**src/hw/rtl/tdma_slot_gossip_allocator_unit_macros.svh**
```systemverilog
// assertion helpers for the slot allocator
`ifndef TDMA_SLOT_GOSSIP_ALLOCATOR_UNIT_MACROS_SVH
`define TDMA_SLOT_GOSSIP_ALLOCATOR_UNIT_MACROS_SVH

// antecedent implies consequent in the same cycle
`define TSGA_ASSERT_SAME(lbl, ante, cons, msg) \
  lbl: assert property (@(posedge clk) disable iff (!rst_n) (ante) |-> (cons)) else $error(msg);

// antecedent implies consequent in the next cycle
`define TSGA_ASSERT_NEXT(lbl, ante, cons, msg) \
  lbl: assert property (@(posedge clk) disable iff (!rst_n) (ante) |=> (cons)) else $error(msg);

`endif

```
**src/hw/rtl/tsga_pkg.sv**
```systemverilog
package tsga_pkg;

  localparam int unsigned MAX_NEIGHBOURS_DEF = 16;
  localparam int unsigned FRAME_SLOTS_DEF    = 32;
  localparam int unsigned MAP_BITS_DEF       = 32;

  localparam int unsigned ADDR_W = 64;
  localparam int unsigned MAP_W  = 32;
  localparam int unsigned SLOT_W = 8;
  localparam int unsigned LIFE_W = 8;
  localparam int unsigned RAND_W = 16;

  localparam logic       CMD_HEARD = 1'b0;
  localparam logic       CMD_TICK  = 1'b1;

  localparam logic [1:0] ST_OK         = 2'd0;
  localparam logic [1:0] ST_BAD_SLOT   = 2'd1;
  localparam logic [1:0] ST_TABLE_FULL = 2'd2;
  localparam logic [1:0] ST_NO_TX      = 2'd3;

  typedef struct packed {
    logic [ADDR_W-1:0] addr;
    logic [SLOT_W-1:0] slot;
    logic [LIFE_W-1:0] life;
  } nbr_entry_t;

  // bits of a map kept by the block
  function automatic logic [MAP_W-1:0] map_mask(input int unsigned bits);
    logic [MAP_W-1:0] m;
    m = '0;
    for (int unsigned i = 0; i < MAP_W; i++) begin
      m[i] = (i < bits);
    end
    return m;
  endfunction

  function automatic logic [MAP_W-1:0] slot_bit(input logic [SLOT_W-1:0] s,
                                                input int unsigned bits);
    logic [MAP_W-1:0] b;
    b = '0;
    for (int unsigned i = 0; i < MAP_W; i++) begin
      b[i] = (s == SLOT_W'(i)) && (i < bits);
    end
    return b;
  endfunction

endpackage

```
**src/hw/rtl/tdma_slot_gossip_allocator_unit.sv**
```systemverilog
// Slot allocator for a time-slotted frame. One command is taken when start is
// high and busy is low; busy then stays high until the single result has been
// shown for one cycle with out_valid high. The result cannot be held off, so
// the receiver must take it in that cycle. A received heartbeat walks the
// neighbour table memory one entry a cycle; a bad slot goes straight to the
// result. A tick that keeps its slot walks the table too; a tick that must
// pick a slot first runs two reciprocal-multiply remainder units, then probes
// at most min(MAX_NEIGHBOURS, FRAME_SLOTS - 1) slots one a cycle, then walks
// the table. The neighbour_ttl register may be written at any time the block
// is idle; its port is always ready.
`include "tdma_slot_gossip_allocator_unit_macros.svh"

module tdma_slot_gossip_allocator_unit #(
  parameter int unsigned MAX_NEIGHBOURS = tsga_pkg::MAX_NEIGHBOURS_DEF,
  parameter int unsigned FRAME_SLOTS    = tsga_pkg::FRAME_SLOTS_DEF,
  parameter int unsigned MAP_BITS       = tsga_pkg::MAP_BITS_DEF
) (
  input  logic                        clk,
  input  logic                        rst_n,
  input  logic                        start,
  output logic                        busy,
  input  logic                        in_cmd,
  input  logic [tsga_pkg::ADDR_W-1:0] in_src_addr,
  input  logic [tsga_pkg::MAP_W-1:0]  in_rx_colmap,
  input  logic [tsga_pkg::MAP_W-1:0]  in_rx_nbrmap,
  input  logic [tsga_pkg::SLOT_W-1:0] in_rx_slot,
  input  logic [tsga_pkg::RAND_W-1:0] in_rand_tx,
  input  logic [tsga_pkg::RAND_W-1:0] in_rand_rx,
  output logic                        out_valid,
  output logic [1:0]                  out_status,
  output logic [tsga_pkg::MAP_W-1:0]  out_colmap,
  output logic [tsga_pkg::MAP_W-1:0]  out_nbrmap,
  output logic [tsga_pkg::SLOT_W-1:0] out_tx_slot,
  output logic [tsga_pkg::SLOT_W-1:0] out_rx_slot,
  output logic                        out_slot_changed,
  input  logic                        cfg_valid,
  output logic                        cfg_ready,
  input  logic [tsga_pkg::LIFE_W-1:0] cfg_neighbour_ttl
);
  import tsga_pkg::*;

  localparam int unsigned TX_RANGE = (MAX_NEIGHBOURS < FRAME_SLOTS - 1) ?
                                     MAX_NEIGHBOURS : FRAME_SLOTS - 1;
  localparam int unsigned RX_RANGE = FRAME_SLOTS - 1;
  localparam int unsigned IW  = $clog2(MAX_NEIGHBOURS);
  localparam int unsigned CW  = $clog2(MAX_NEIGHBOURS + 1);
  localparam int unsigned TW  = $clog2(TX_RANGE + 1);
  localparam int unsigned TXW = $clog2(TX_RANGE) + 1;
  localparam int unsigned RXW = $clog2(RX_RANGE) + 1;
  localparam logic [MAP_W-1:0]  MASK = map_mask(MAP_BITS);
  localparam logic [SLOT_W-1:0] TXR8 = SLOT_W'(TX_RANGE);
  localparam logic [SLOT_W-1:0] RXR8 = SLOT_W'(RX_RANGE);
  localparam logic [SLOT_W-1:0] FS8  = SLOT_W'(FRAME_SLOTS);

  typedef enum logic [6:0] {
    S_IDLE   = 7'b0000001,
    S_LOOKUP = 7'b0000010,
    S_UPDATE = 7'b0000100,
    S_DIVIDE = 7'b0001000,
    S_PROBE  = 7'b0010000,
    S_WALK   = 7'b0100000,
    S_RESP   = 7'b1000000
  } state_t;

  state_t state_r, state_nxt;

  // latched command
  logic               cmd_r;
  logic [ADDR_W-1:0]  src_r;
  logic [MAP_W-1:0]   colmap_r, nbrmap_r;
  logic [SLOT_W-1:0]  slot_r;

  // allocator state
  logic [LIFE_W-1:0]  ttl_r;
  logic [SLOT_W-1:0]  own_tx_r, own_tx_nxt;
  logic [SLOT_W-1:0]  own_rx_r, own_rx_nxt;
  logic               rx_chosen_r, rx_chosen_nxt;
  logic               col_seen_r, col_seen_nxt;
  logic [MAP_W-1:0]   occ_r, occ_nxt;
  logic [MAP_W-1:0]   pend_map_r, pend_map_nxt;

  // per-command working registers
  logic [1:0]         status_r, status_nxt;
  logic               changed_r, changed_nxt;
  logic [MAP_W-1:0]   pub_col_r, pub_col_nxt;
  logic [MAP_W-1:0]   pub_nbr_r, pub_nbr_nxt;
  logic [CW-1:0]      rd_cnt_r, rd_cnt_nxt;
  logic               pend_v_r, pend_v_nxt;
  logic [IW-1:0]      pend_idx_r, pend_idx_nxt;
  logic               hit_r, hit_nxt;
  logic [IW-1:0]      hit_idx_r, hit_idx_nxt;
  logic               free_r, free_nxt;
  logic [IW-1:0]      free_idx_r, free_idx_nxt;
  logic [SLOT_W-1:0]  probe_s_r, probe_s_nxt;
  logic [TW-1:0]      tries_r, tries_nxt;

  // table memory ports
  logic               wr_en, rd_en;
  logic [IW-1:0]      wr_idx, rd_idx;
  nbr_entry_t         wr_data, rd_data;
  logic               rd_written;

  // remainder units
  logic               mod_start;
  logic               mod_tx_done, mod_rx_done;
  logic [TXW-1:0]     rem_tx;
  logic [RXW-1:0]     rem_rx;

  logic               accept;
  logic               live, addr_match;
  logic [MAP_W-1:0]   ent_bit;
  logic [SLOT_W-1:0]  inc, rx_s, rx_inc;
  logic               cand_free;

  assign accept    = start && !busy;
  assign busy      = (state_r != S_IDLE);
  assign cfg_ready = 1'b1;

  tsga_nbr_mem #(.DEPTH(MAX_NEIGHBOURS)) u_mem (
    .clk        (clk),
    .rst_n      (rst_n),
    .wr_en      (wr_en),
    .wr_idx     (wr_idx),
    .wr_data    (wr_data),
    .rd_en      (rd_en),
    .rd_idx     (rd_idx),
    .rd_data    (rd_data),
    .rd_written (rd_written)
  );

  tsga_mod #(.DIVISOR(TX_RANGE)) u_mod_tx (
    .clk   (clk),
    .rst_n (rst_n),
    .start (mod_start),
    .value (in_rand_tx),
    .done  (mod_tx_done),
    .rem   (rem_tx)
  );

  tsga_mod #(.DIVISOR(RX_RANGE)) u_mod_rx (
    .clk   (clk),
    .rst_n (rst_n),
    .start (mod_start),
    .value (in_rand_rx),
    .done  (mod_rx_done),
    .rem   (rem_rx)
  );

  // entry under evaluation: its read was issued in the previous cycle
  assign live       = rd_written && (rd_data.life != '0);
  assign addr_match = live && (rd_data.addr == src_r);
  assign ent_bit    = slot_bit(rd_data.slot, MAP_BITS);

  // forward step of the tx search, wrapping within 1..TX_RANGE
  assign inc       = probe_s_r + 1'b1;
  assign cand_free = (probe_s_r != own_tx_r) &&
                     ((occ_r & slot_bit(probe_s_r, MAP_BITS)) == '0);

  // rx choice, moved two slots on, wrapping, if it lands on the new tx slot
  assign rx_s   = SLOT_W'(rem_rx) + 1'b1;
  assign rx_inc = rx_s + 1'b1;

  always_comb begin
    state_nxt     = state_r;
    own_tx_nxt    = own_tx_r;
    own_rx_nxt    = own_rx_r;
    rx_chosen_nxt = rx_chosen_r;
    col_seen_nxt  = col_seen_r;
    occ_nxt       = occ_r;
    pend_map_nxt  = pend_map_r;
    status_nxt    = status_r;
    changed_nxt   = changed_r;
    pub_col_nxt   = pub_col_r;
    pub_nbr_nxt   = pub_nbr_r;
    rd_cnt_nxt    = rd_cnt_r;
    pend_v_nxt    = 1'b0;
    pend_idx_nxt  = pend_idx_r;
    hit_nxt       = hit_r;
    hit_idx_nxt   = hit_idx_r;
    free_nxt      = free_r;
    free_idx_nxt  = free_idx_r;
    probe_s_nxt   = probe_s_r;
    tries_nxt     = tries_r;
    mod_start     = 1'b0;
    rd_en         = 1'b0;
    rd_idx        = rd_cnt_r[IW-1:0];
    wr_en         = 1'b0;
    wr_idx        = pend_idx_r;
    wr_data       = rd_data;

    unique case (state_r)
      S_IDLE: begin
        if (accept) begin
          status_nxt  = ST_OK;
          changed_nxt = 1'b0;
          pub_col_nxt = '0;
          pub_nbr_nxt = '0;
          rd_cnt_nxt  = '0;
          hit_nxt     = 1'b0;
          free_nxt    = 1'b0;
          if (in_cmd == CMD_HEARD) begin
            if (in_rx_slot == '0 || in_rx_slot >= FS8) begin
              status_nxt = ST_BAD_SLOT;
              state_nxt  = S_RESP;
            end else begin
              state_nxt = S_LOOKUP;
            end
          end else begin
            occ_nxt      = pend_map_r & MASK;
            pend_map_nxt = '0;
            if (own_tx_r == '0 || col_seen_r) begin
              mod_start = 1'b1;
              state_nxt = S_DIVIDE;
            end else begin
              pub_nbr_nxt = slot_bit(own_tx_r, MAP_BITS);
              state_nxt   = S_WALK;
            end
          end
        end
      end

      S_LOOKUP: begin
        if (rd_cnt_r != CW'(MAX_NEIGHBOURS)) begin
          rd_en        = 1'b1;
          rd_cnt_nxt   = rd_cnt_r + 1'b1;
          pend_v_nxt   = 1'b1;
          pend_idx_nxt = rd_cnt_r[IW-1:0];
        end
        if (pend_v_r) begin
          // first live match wins, else the last free entry
          if (!hit_r && addr_match) begin
            hit_nxt     = 1'b1;
            hit_idx_nxt = pend_idx_r;
          end
          if (!live) begin
            free_nxt     = 1'b1;
            free_idx_nxt = pend_idx_r;
          end
        end else if (rd_cnt_r == CW'(MAX_NEIGHBOURS)) begin
          if (hit_r || free_r) begin
            state_nxt = S_UPDATE;
          end else begin
            status_nxt = ST_TABLE_FULL;
            state_nxt  = S_RESP;
          end
        end
      end

      S_UPDATE: begin
        wr_en        = 1'b1;
        wr_idx       = hit_r ? hit_idx_r : free_idx_r;
        wr_data.addr = src_r;
        wr_data.slot = slot_r;
        wr_data.life = ttl_r;
        pend_map_nxt = (pend_map_r | nbrmap_r) & MASK;
        if ((colmap_r & slot_bit(own_tx_r, MAP_BITS)) != '0) begin
          col_seen_nxt = 1'b1;
        end
        state_nxt = S_RESP;
      end

      S_DIVIDE: begin
        if (mod_tx_done && mod_rx_done) begin
          probe_s_nxt = SLOT_W'(rem_tx) + 1'b1;
          tries_nxt   = '0;
          state_nxt   = S_PROBE;
        end
      end

      S_PROBE: begin
        if (cand_free) begin
          own_tx_nxt   = probe_s_r;
          changed_nxt  = 1'b1;
          col_seen_nxt = 1'b0;
          if (!rx_chosen_r) begin
            rx_chosen_nxt = 1'b1;
            if (rx_s == probe_s_r) begin
              own_rx_nxt = ((rx_inc >= RXR8) ? rx_inc - RXR8 : rx_inc) + 1'b1;
            end else begin
              own_rx_nxt = rx_s;
            end
          end
          pub_nbr_nxt = slot_bit(probe_s_r, MAP_BITS);
          state_nxt   = S_WALK;
        end else if (tries_r == TW'(TX_RANGE - 1)) begin
          status_nxt  = ST_NO_TX;
          pub_nbr_nxt = slot_bit(own_tx_r, MAP_BITS);
          state_nxt   = S_WALK;
        end else begin
          tries_nxt   = tries_r + 1'b1;
          probe_s_nxt = ((inc >= TXR8) ? inc - TXR8 : inc) + 1'b1;
        end
      end

      S_WALK: begin
        // read of entry i overlaps write-back of entry i-1, never the same entry
        if (rd_cnt_r != CW'(MAX_NEIGHBOURS)) begin
          rd_en        = 1'b1;
          rd_cnt_nxt   = rd_cnt_r + 1'b1;
          pend_v_nxt   = 1'b1;
          pend_idx_nxt = rd_cnt_r[IW-1:0];
        end
        if (pend_v_r) begin
          if (live) begin
            if ((pub_nbr_r & ent_bit) != '0) begin
              if (rd_data.slot == own_tx_r) begin
                col_seen_nxt = 1'b1;
              end
              pub_col_nxt = pub_col_r | ent_bit;
            end
            pub_nbr_nxt  = pub_nbr_r | ent_bit;
            wr_en        = 1'b1;
            wr_data.life = rd_data.life - 1'b1;
          end
        end else if (rd_cnt_r == CW'(MAX_NEIGHBOURS)) begin
          state_nxt = S_RESP;
        end
      end

      S_RESP: begin
        state_nxt = S_IDLE;
      end

      default: begin
        state_nxt = S_IDLE;
      end
    endcase
  end

  always_ff @(posedge clk) begin
    if (!rst_n) begin
      state_r     <= S_IDLE;
      ttl_r       <= LIFE_W'(4);
      own_tx_r    <= '0;
      own_rx_r    <= '0;
      rx_chosen_r <= 1'b0;
      col_seen_r  <= 1'b0;
      occ_r       <= '0;
      pend_map_r  <= '0;
      pend_v_r    <= 1'b0;
    end else begin
      state_r     <= state_nxt;
      own_tx_r    <= own_tx_nxt;
      own_rx_r    <= own_rx_nxt;
      rx_chosen_r <= rx_chosen_nxt;
      col_seen_r  <= col_seen_nxt;
      occ_r       <= occ_nxt;
      pend_map_r  <= pend_map_nxt;
      pend_v_r    <= pend_v_nxt;
      if (cfg_valid && cfg_ready) begin
        ttl_r <= cfg_neighbour_ttl;
      end
    end
  end

  always_ff @(posedge clk) begin
    if (accept) begin
      cmd_r    <= in_cmd;
      src_r    <= in_src_addr;
      colmap_r <= in_rx_colmap;
      nbrmap_r <= in_rx_nbrmap;
      slot_r   <= in_rx_slot;
    end
    status_r   <= status_nxt;
    changed_r  <= changed_nxt;
    pub_col_r  <= pub_col_nxt;
    pub_nbr_r  <= pub_nbr_nxt;
    rd_cnt_r   <= rd_cnt_nxt;
    pend_idx_r <= pend_idx_nxt;
    hit_r      <= hit_nxt;
    hit_idx_r  <= hit_idx_nxt;
    free_r     <= free_nxt;
    free_idx_r <= free_idx_nxt;
    probe_s_r  <= probe_s_nxt;
    tries_r    <= tries_nxt;
  end

  // result stands for exactly the one cycle of the response state
  assign out_valid        = (state_r == S_RESP);
  assign out_status       = status_r;
  assign out_colmap       = (cmd_r == CMD_TICK) ? (pub_col_r & MASK) : '0;
  assign out_nbrmap       = (cmd_r == CMD_TICK) ? (pub_nbr_r & MASK) : '0;
  assign out_tx_slot      = own_tx_r;
  assign out_rx_slot      = own_rx_r;
  assign out_slot_changed = changed_r;

  `TSGA_ASSERT_NEXT(a_strobe_single, out_valid, !out_valid && !busy,
                    "result strobe held longer than one cycle")
  `TSGA_ASSERT_NEXT(a_accept_busy, start && !busy, busy,
                    "command accepted but block not busy")
  `TSGA_ASSERT_SAME(a_tx_in_frame, out_valid, out_tx_slot < FS8,
                    "tx slot outside the frame")
  `TSGA_ASSERT_SAME(a_changed_has_tx, out_valid && out_slot_changed,
                    out_tx_slot != '0 && out_rx_slot != '0 && out_status == ST_OK,
                    "slot change reported without a tx and rx slot")
  `TSGA_ASSERT_SAME(a_mods_aligned, mod_tx_done, mod_rx_done,
                    "remainder units out of step")

endmodule

```
**src/hw/rtl/tsga_nbr_mem.sv**
```systemverilog
module tsga_nbr_mem #(
  parameter int unsigned DEPTH = 16,
  localparam int unsigned IW = $clog2(DEPTH)
) (
  input  logic                 clk,
  input  logic                 rst_n,
  input  logic                 wr_en,
  input  logic [IW-1:0]        wr_idx,
  input  tsga_pkg::nbr_entry_t wr_data,
  input  logic                 rd_en,
  input  logic [IW-1:0]        rd_idx,
  output tsga_pkg::nbr_entry_t rd_data,
  output logic                 rd_written
);
  import tsga_pkg::*;

  nbr_entry_t       mem [DEPTH];
  logic [DEPTH-1:0] written_r;
  nbr_entry_t       rd_data_r;
  logic             rd_written_r;

  always_ff @(posedge clk) begin
    if (wr_en) begin
      mem[wr_idx] <= wr_data;
    end
    if (rd_en) begin
      rd_data_r <= mem[rd_idx];
    end
  end

  // per-entry written flags stand in for the cleared life field
  always_ff @(posedge clk) begin
    if (!rst_n) begin
      written_r    <= '0;
      rd_written_r <= 1'b0;
    end else begin
      if (wr_en) begin
        written_r[wr_idx] <= 1'b1;
      end
      if (rd_en) begin
        rd_written_r <= written_r[rd_idx];
      end
    end
  end

  assign rd_data    = rd_data_r;
  assign rd_written = rd_written_r;

endmodule

```
**src/hw/rtl/tsga_mod.sv**
```systemverilog
module tsga_mod #(
  parameter int unsigned DIVISOR = 31,
  localparam int unsigned RW = $clog2(DIVISOR) + 1
) (
  input  logic                        clk,
  input  logic                        rst_n,
  input  logic                        start,
  input  logic [tsga_pkg::RAND_W-1:0] value,
  output logic                        done,
  output logic [RW-1:0]               rem
);
  import tsga_pkg::*;

  // reciprocal multiply gives the exact quotient for every RAND_W-bit value
  localparam int unsigned SH  = RAND_W + $clog2(DIVISOR);
  localparam int unsigned RCW = RAND_W + 1;
  localparam int unsigned PW  = 2 * RAND_W + 1;
  localparam logic [RCW-1:0] RECIP =
    RCW'(((64'd1 << SH) + 64'(DIVISOR) - 64'd1) / 64'(DIVISOR));

  logic [PW-1:0]     prod;
  logic              stage_r;
  logic              done_r;
  logic [RAND_W-1:0] val_r;
  logic [RAND_W-1:0] quot_r;
  logic [RW-1:0]     rem_r;

  assign prod = PW'(value) * PW'(RECIP);

  always_ff @(posedge clk) begin
    if (!rst_n) begin
      stage_r <= 1'b0;
      done_r  <= 1'b0;
    end else begin
      stage_r <= start;
      done_r  <= stage_r;
    end
  end

  // quotient first, remainder from it in the next cycle
  always_ff @(posedge clk) begin
    if (start) begin
      val_r  <= value;
      quot_r <= RAND_W'(prod >> SH);
    end
    if (stage_r) begin
      rem_r <= RW'(val_r - RAND_W'(quot_r * RAND_W'(DIVISOR)));
    end
  end

  assign done = done_r;
  assign rem  = rem_r;

endmodule
```
**config.mk**
```make
export PLATFORM = sky130hd
export DESIGN_NAME = tdma_slot_gossip_allocator_unit
export DESIGN_NICKNAME = d
export VERILOG_FILES = /design/src/hw/rtl/tsga_pkg.sv /design/src/hw/rtl/tdma_slot_gossip_allocator_unit.sv /design/src/hw/rtl/tsga_nbr_mem.sv /design/src/hw/rtl/tsga_mod.sv
export VERILOG_INCLUDE_DIRS = /design/src /design/src/hw/rtl
export SDC_FILE = /design/constraint.sdc
export NUM_CORES = 2
export LEC_CHECK = 0
export ABC_AREA = 1
export BUFFER_PORTS_ARGS = -buffer_cell sky130_fd_sc_hd__buf_2
export CAP_MARGIN = 5
export CORE_ASPECT_RATIO = 1.25
export CORE_MARGIN = 4
export CORE_UTILIZATION = 50
export DETAILED_ROUTE_END_ITERATION = 7
export PLACE_DENSITY = 0.67
export SLEW_MARGIN = 25
export SYNTH_ARGS = -nofsm -noshare
export SYNTH_HDL_FRONTEND = slang
export SYNTH_SLANG_ARGS = --single-unit
```
**constraint.sdc**
```tcl
create_clock -name clk -period 11.9 [get_ports clk]
set_input_delay 1.785 -clock clk [delete_from_list [all_inputs] [get_ports clk]]
set_output_delay 1.785 -clock clk [all_outputs]
set_load 0.01 [all_outputs]
```
Yosys cells after proc, flatten, opt, wreduce, memory -nomap -nowiden
Memory sizes are Yosys's and may differ from the RTL's. A register that Yosys moved wholly into a read port is not among the register bits.
Index checks and enable logic that the tools add are counted.
{ "classes": {"add_sub_neg": 13, "n_mul": 2, "order_cmp": 6, "eq_ne": 130, "n_mux": 91, "n_bitwise": 9, "n_reduce_logical": 46} }
{ "op_table": {"columns": ["cell", "n"], "rows": [
  ["$mux W32", 15],
  ["$eq A8 B5 Y1 const B", 48],
  ["$eq A8 B4 Y1 const B", 24],
  ["$pmux W32 S2", 2],
  ["$and A32 B32 Y32", 3],
  ["$eq A8 B3 Y1 const B", 12],
  ["$or A32 B32 Y32", 3],
  ["$pmux W32 S3", 1],
  ["$mux W7", 11],
  ["$mux W72", 1],
  ["$eq A64 B64 Y1", 1],
  ["$mux W8", 8],
  ["$reduce_bool A32 Y1", 2],
  ["$eq A8 B2 Y1 const B", 6],
  ["$pmux W7 S6", 1],
  ["$ne A2 B2 Y1 const B", 19],
  ["$mul A16 B17 Y33 const B", 1],
  ["$logic_not A32 Y1", 1],
  ["$logic_not A8 Y1", 4],
  ["$pmux W8 S2", 2],
  ["$mux W1", 25],
  ["$mux W5", 5],
  ["$add A8 B1 Y8 const B", 3],
  ["$eq A8 B1 Y1 const B", 3],
  ["other kinds (52)", 96]
]} }
{ "totals": {"reg_bits": 388, "ramBits": 1280, "inputBits": 181, "output_inout_bits": 86, "word_cells": 334, "memories": 1} }
{ "memory_table": {"columns": ["memory", "depth", "word_bits", "read_ports", "rd_clocked_by_memory_dff", "wr", "line_no", "rtl"], "rows": [
  ["u_mem.mem", 16, 80, 1, 1, 1, "tsga_nbr_mem.sv:17", "nbr_entry_t mem [DEPTH];"]
]} }

Depth between registers and ports, before layout
{ "logic_depth": {"ltp_word": 7, "depth_mapped": 23, "ltp_nobuf": 23} }

Cells and area by module
A second synthesis with hierarchy kept.
{ "unflattened": {"cells_unflattened": 6566, "hier_area_um2": 75235.9} }
{ "by_module_without_submodules": {"columns": ["module", "instances", "cells_per_inst", "area_each_um2", "seq_area_each_um2"], "rows": [
  ["tsga_nbr_mem", 1, 3886, 53274.8, 41179.5],
  ["tdma_slot_gossip_allocator_unit", 1, 2149, 17571.9, 9048.7],
  ["tsga_mod (u_mod_rx)", 1, 515, 4082.7, 580.6],
  ["tsga_mod (u_mod_tx)", 1, 16, 306.5, 280.3]
]} }

Worst setup path before layout
OpenSTA, ideal clock, no wires.
{ "synth_path": {"kind": "input -> register", "from": "input port start", "to": "register u_mod_rx.quot_r[0], enable pin", "setup_ns": 0.409, "t_arrival_ns": 9.394, "required_ns": 11.491, "slack_ns": 2.097, "cell_stages": 4, "n_path_buf": 0, "path_cell_list": "inv_1 -> nor2_1 -> inv_1 -> nor3_1"} }
{ "synth_between": {"elab_chain_len": 3} }
{ "synth_lines": {"columns": ["element", "line_no", "rtl"], "rows": [
  ["start: declaration", "tdma_slot_gossip_allocator_unit.sv:20", "input logic start,"],
  ["$logic_and A1 B1 Y1", "tdma_slot_gossip_allocator_unit.sv:115", "assign accept = start && !busy;"],
  ["via accept", "tdma_slot_gossip_allocator_unit.sv:109", "logic accept;"],
  ["$mux W1", "tdma_slot_gossip_allocator_unit.sv:193", "if (accept) begin"],
  ["$mux W1", "tdma_slot_gossip_allocator_unit.sv:191", "unique case (state_r)"],
  ["via mod_start", "tdma_slot_gossip_allocator_unit.sv:104", "logic mod_start;"],
  ["end signal: assignment", "tsga_mod.sv:44", "quot_r <= RAND_W'(prod >> SH);"],
  ["end: declaration", "tsga_mod.sv:25", "logic [RAND_W-1:0] quot_r;"]
]} }
The timed path passes the listed nets, and every way through them passes these cells.
A chain may end at the register's enable or synchronous reset.

Final worst setup path
{ "layout_path": {"from": "input port in_rand_rx[14] in the netlist's numbering", "to": "register u_mod_rx.quot_r[4] (data pin)"} }
{ "layout_between": {"elab_chain_len": 1} }
{ "layout_lines": {"columns": ["element", "line_no", "rtl"], "rows": [
  ["start: declaration", "tdma_slot_gossip_allocator_unit.sv:28", "input logic [tsga_pkg::RAND_W-1:0] in_rand_rx,"],
  ["$mul A16 B17 Y33", "tsga_mod.sv:28", "assign prod = PW'(value) * PW'(RECIP);"],
  ["via u_mod_rx.prod[25]", "tsga_mod.sv:21", "logic [PW-1:0] prod;"]
]} }
The timed path passes the listed nets, and every way through them passes these cells.

==> flow_metrics.env <==
export IMPL_grt_max_degree=222
export IMPL_wl_per_cell_um=24.1
export IMPL_grt_pass1_wl_um=299000
export IMPL_vias_per_cell=5.91
export IMPL_multi_input_area_um2=19500
export IMPL_total_power_mw=18.8
export IMPL_port_buffers=253
export IMPL_first_pass_iters=5
export IMPL_path_clk_slew_ns=0.06
export IMPL_ys_top_cells_by_area="edfxtp_1 (67%), o21ai_0 (5.7%), nor2_1 (4.7%), nand2_1 (4.0%), dfxtp_1 (3.2%)"
export IMPL_p_clk_frac=0.284
export IMPL_cp_start_kind="primary input"
export IMPL_use_met3=0.0397
export IMPL_skew_ns=0.0277
export IMPL_synthCells=6177
export IMPL_cts_path_max_buffers=3
export IMPL_critPathSlowestCell="fa_1"
export IMPL_fin_nets=6744
export IMPL_clock_fmax_mhz=191
export IMPL_globalplace_congestion=1.01
export IMPL_cts_hold_buf=0
export IMPL_p_sw_frac=0.349
export IMPL_leakage_nw=29.4
export IMPL_ys_types=58
export IMPL_rsz0062_at_grt="false"
export IMPL_use_met2=0.434
export IMPL_drtIter0Drc=5649
export IMPL_antenna_left=0
export IMPL_die_w_um=350
export IMPL_yosys_area_top_type="edfxtp_1"
export IMPL_seq_area_um2=51000
export IMPL_yosysTopAreaCellShare=0.665
export IMPL_finalMaxSlewViolations=0
export IMPL_grt_pass1_vias=48300
export IMPL_pwr_share_comb=0.291
export IMPL_die_y_um=436
export IMPL_min_period_over_period=0.441
export IMPL_sequentialPowerShare=0.424
export IMPL_clock_sinks=1739
export IMPL_numCtsBuffers=171
export IMPL_remaining_drc_errors=0
export IMPL_vias=49900
export IMPL_cts_resized_gates=0
export IMPL_die_area_um2=153000
export IMPL_period_needed_ns=5.24
export IMPL_async_reset_ff_frac=0
export IMPL_fill_cells=11700
export IMPL_p_int_mw=12.3
export IMPL_vdd_drop_max_mv=0.214
export IMPL_antenna_found_initial=10
export IMPL_start_util=0.505
export IMPL_status="finished clean"
export IMPL_synth_area_um2=73200
export IMPL_cts_setup_buffers=0
export IMPL_tightest_slew_ns=1.27
export IMPL_ys_flop_type="edfxtp_1"
export IMPL_io_pins=267
export IMPL_ys_ff_latch=1739
export IMPL_syn_to_final_growth_pct=12.6
export IMPL_post_dp_hpwl_um=115000
export IMPL_hold_viol_final=0
export IMPL_synth_edff_count=1622
export IMPL_syn_area_per_cell_um2=11.9
export IMPL_ctsRootBufferMaster="clkbuf_16"
export IMPL_busiest_layer="met2"
export IMPL_maxCapViolations=0
export IMPL_routed_wl_um=204000
export IMPL_cts_tree="built"
export IMPL_max_stage_delay_ns=0.49
export IMPL_row_count=156
export IMPL_clk_latency_ns=0.81
export IMPL_power_switching_mw=6.56
export IMPL_end_kind="flip-flop"
export IMPL_ys_warn_count=0
export IMPL_grt_util_met1=0.333
export IMPL_drive_gt1_frac=0.108
export IMPL_grt_total_usage=0.261
export IMPL_cp_max_fo=4
export IMPL_p_per_area_nw_per_um2=228
export IMPL_cp_common_cell="ha_1"
export IMPL_synthesis_nets=6517
export IMPL_h_tree_depth=4
export IMPL_cp_data_arrival_time_ns=5.79
export IMPL_maxSlewHeadroom=0.156
export IMPL_core_um2=145000
export IMPL_required_ns=12.44
export IMPL_finalSetupViolCount=0
export IMPL_path_cells="buf_2 -> inv_1 -> ha_1 -> ha_1 -> or2_2 -> ha_1 -> inv_1 -> fa_1 -> inv_1 -> ha_1 -> ha_1 -> ha_1 -> nand2_1 -> nor2_1 -> nand4_1 -> nor2_1 -> nand4_1 -> nand3_1 -> a21boi_0 -> o21ai_0 -> nand2_1 -> nand3_1 -> nand2_1"
export IMPL_ys_seq_area_frac=0.697
export IMPL_grt_overflow=0
export IMPL_tns_ns=0
export IMPL_min_path_type="reg -> reg"
export IMPL_critPathKind="in -> reg"
-- area by class of cell --
| type | instances | share of cell area |
|---|---|---|
| antenna | 5 | 0.000152 |
| tap | 1896 | 0.0288 |
| timing repair buffer | 388 | 0.0288 |
| multi-input combinational | 3689 | 0.236 |
| inverter | 415 | 0.0192 |
| sequential | 1739 | 0.619 |
| clock inverter | 98 | 0.0106 |
| clock buffer | 216 | 0.0568 |
-- layout by cell type, fill, tap and decap left out, types with 121 or more instances in the layout --
cell and instances:
a21oi_1 133, nand3_1 205, nand2_1 774, nor2_1 890, clkbuf_16 178, inv_1 395, ha_1 131, edfxtp_1 1622
buf_4 121, o21ai_0 831, buf_2 255, o22ai_1 218, o221ai_1 131
-- cells by family (layout without fill, tap and decap cells) --
logic type,after synthesis,in the layout,share of synthesized area
compound gates,1416,1416,0.111
xor+xnor,69,69,0.00846
fa+ha+maj,159,159,0.0300
buf+inv,749,1117,0.0392
flops,1739,1739,0.697
other cells,1,6,0.0000512
simple gates,2044,2044,0.114
-- synthesized netlist by cell type (all sizes together), types with 16 or more instances --
| master | instances |
|---|---|
| o211ai | 45 |
| edfxtp | 1622 |
| xor2 | 51 |
| nand3 | 208 |
| o22ai | 218 |
| o21ai | 834 |
| o21a | 16 |
| fa | 28 |
| o221ai | 131 |
| buf | 52 |
| nand2 | 783 |
| nor3 | 54 |
| ha | 131 |
| nand4 | 49 |
| dfxtp | 117 |
| inv | 406 |
| a21oi | 134 |
| xnor2 | 18 |
| clkbuf | 282 |
| nor2 | 916 |
-- metal layers --
layer / up-vias / part of all wire
met2: 2341 / 0.49
met1: 24400 / 0.38
met4: 2 / 0.054
li1: 22600 / -
met3: 499 / 0.081
met5: - / 0.000034
-- final timing paths --
path | startpoint | cells after the start | end | slack, ns
worst max-delay path | in_rand_rx[14] | 23 | u_mod_rx.quot_r[4] | 6.66
worst min-delay path | u_mod_tx.val_r[2] | 0 | u_mod_tx.rem[2] | 0.42
worst max register to register | state_r[0] | 13 | u_mem.mem[13][41] | 6.69
worst min register to register | u_mod_tx.val_r[2] | 0 | u_mod_tx.rem[2] | 0.42
-- per-stage QoR --
stage | std cells | hold slack (ns) | worst slack (ns) | utilization | cell area [µm²]
finish | 8446 | 0.420 | 6.66 | 0.569 | 82400
CTS | 8434 | 0.421 | 6.60 | 0.568 | 82400
detailed placement | 8120 | 0.412 | 5.90 | 0.530 | 76800
global route | 8445 | 0.437 | 6.33 | 0.569 | 82400
floorplan | 6177 | 0.400 | 2.10 | - | 73200
global placement | 8118 | 0.404 | 5.86 | 0.529 | 76700
-- critical path, delay by kind of cell --
kind,cells,cell delay [ns]
buf+inv,4,0.27
fa+ha+maj,7,1.96
simple gates,10,1.32
compound gates,2,0.44
-- registers in the layout, indices dropped and copies added, names as in the netlist, 32 cells and up --
| name | count |
|---|---|
| colmap_r | 32 |
| nbrmap_r | 32 |
| occ_r | 32 |
| pend_map_r | 32 |
| pub_col_r | 32 |
| pub_nbr_r | 32 |
| src_r | 64 |
| u_mem.mem | 1280 |
| u_mem.rd_data | 80 |
-- power by group through the flow --
stage                     logic, mW  registers, mW  clock network (mW)
after floorplan                3.66           7.98                   0
after global placement         5.28           8.09                   0
after detailed placement       5.42           8.09                   0
after CTS                      5.46           7.97                5.43
after global routing           6.05           8.01                5.70
final                          5.48           7.98                5.35
(Power assumes the default switching activity.)
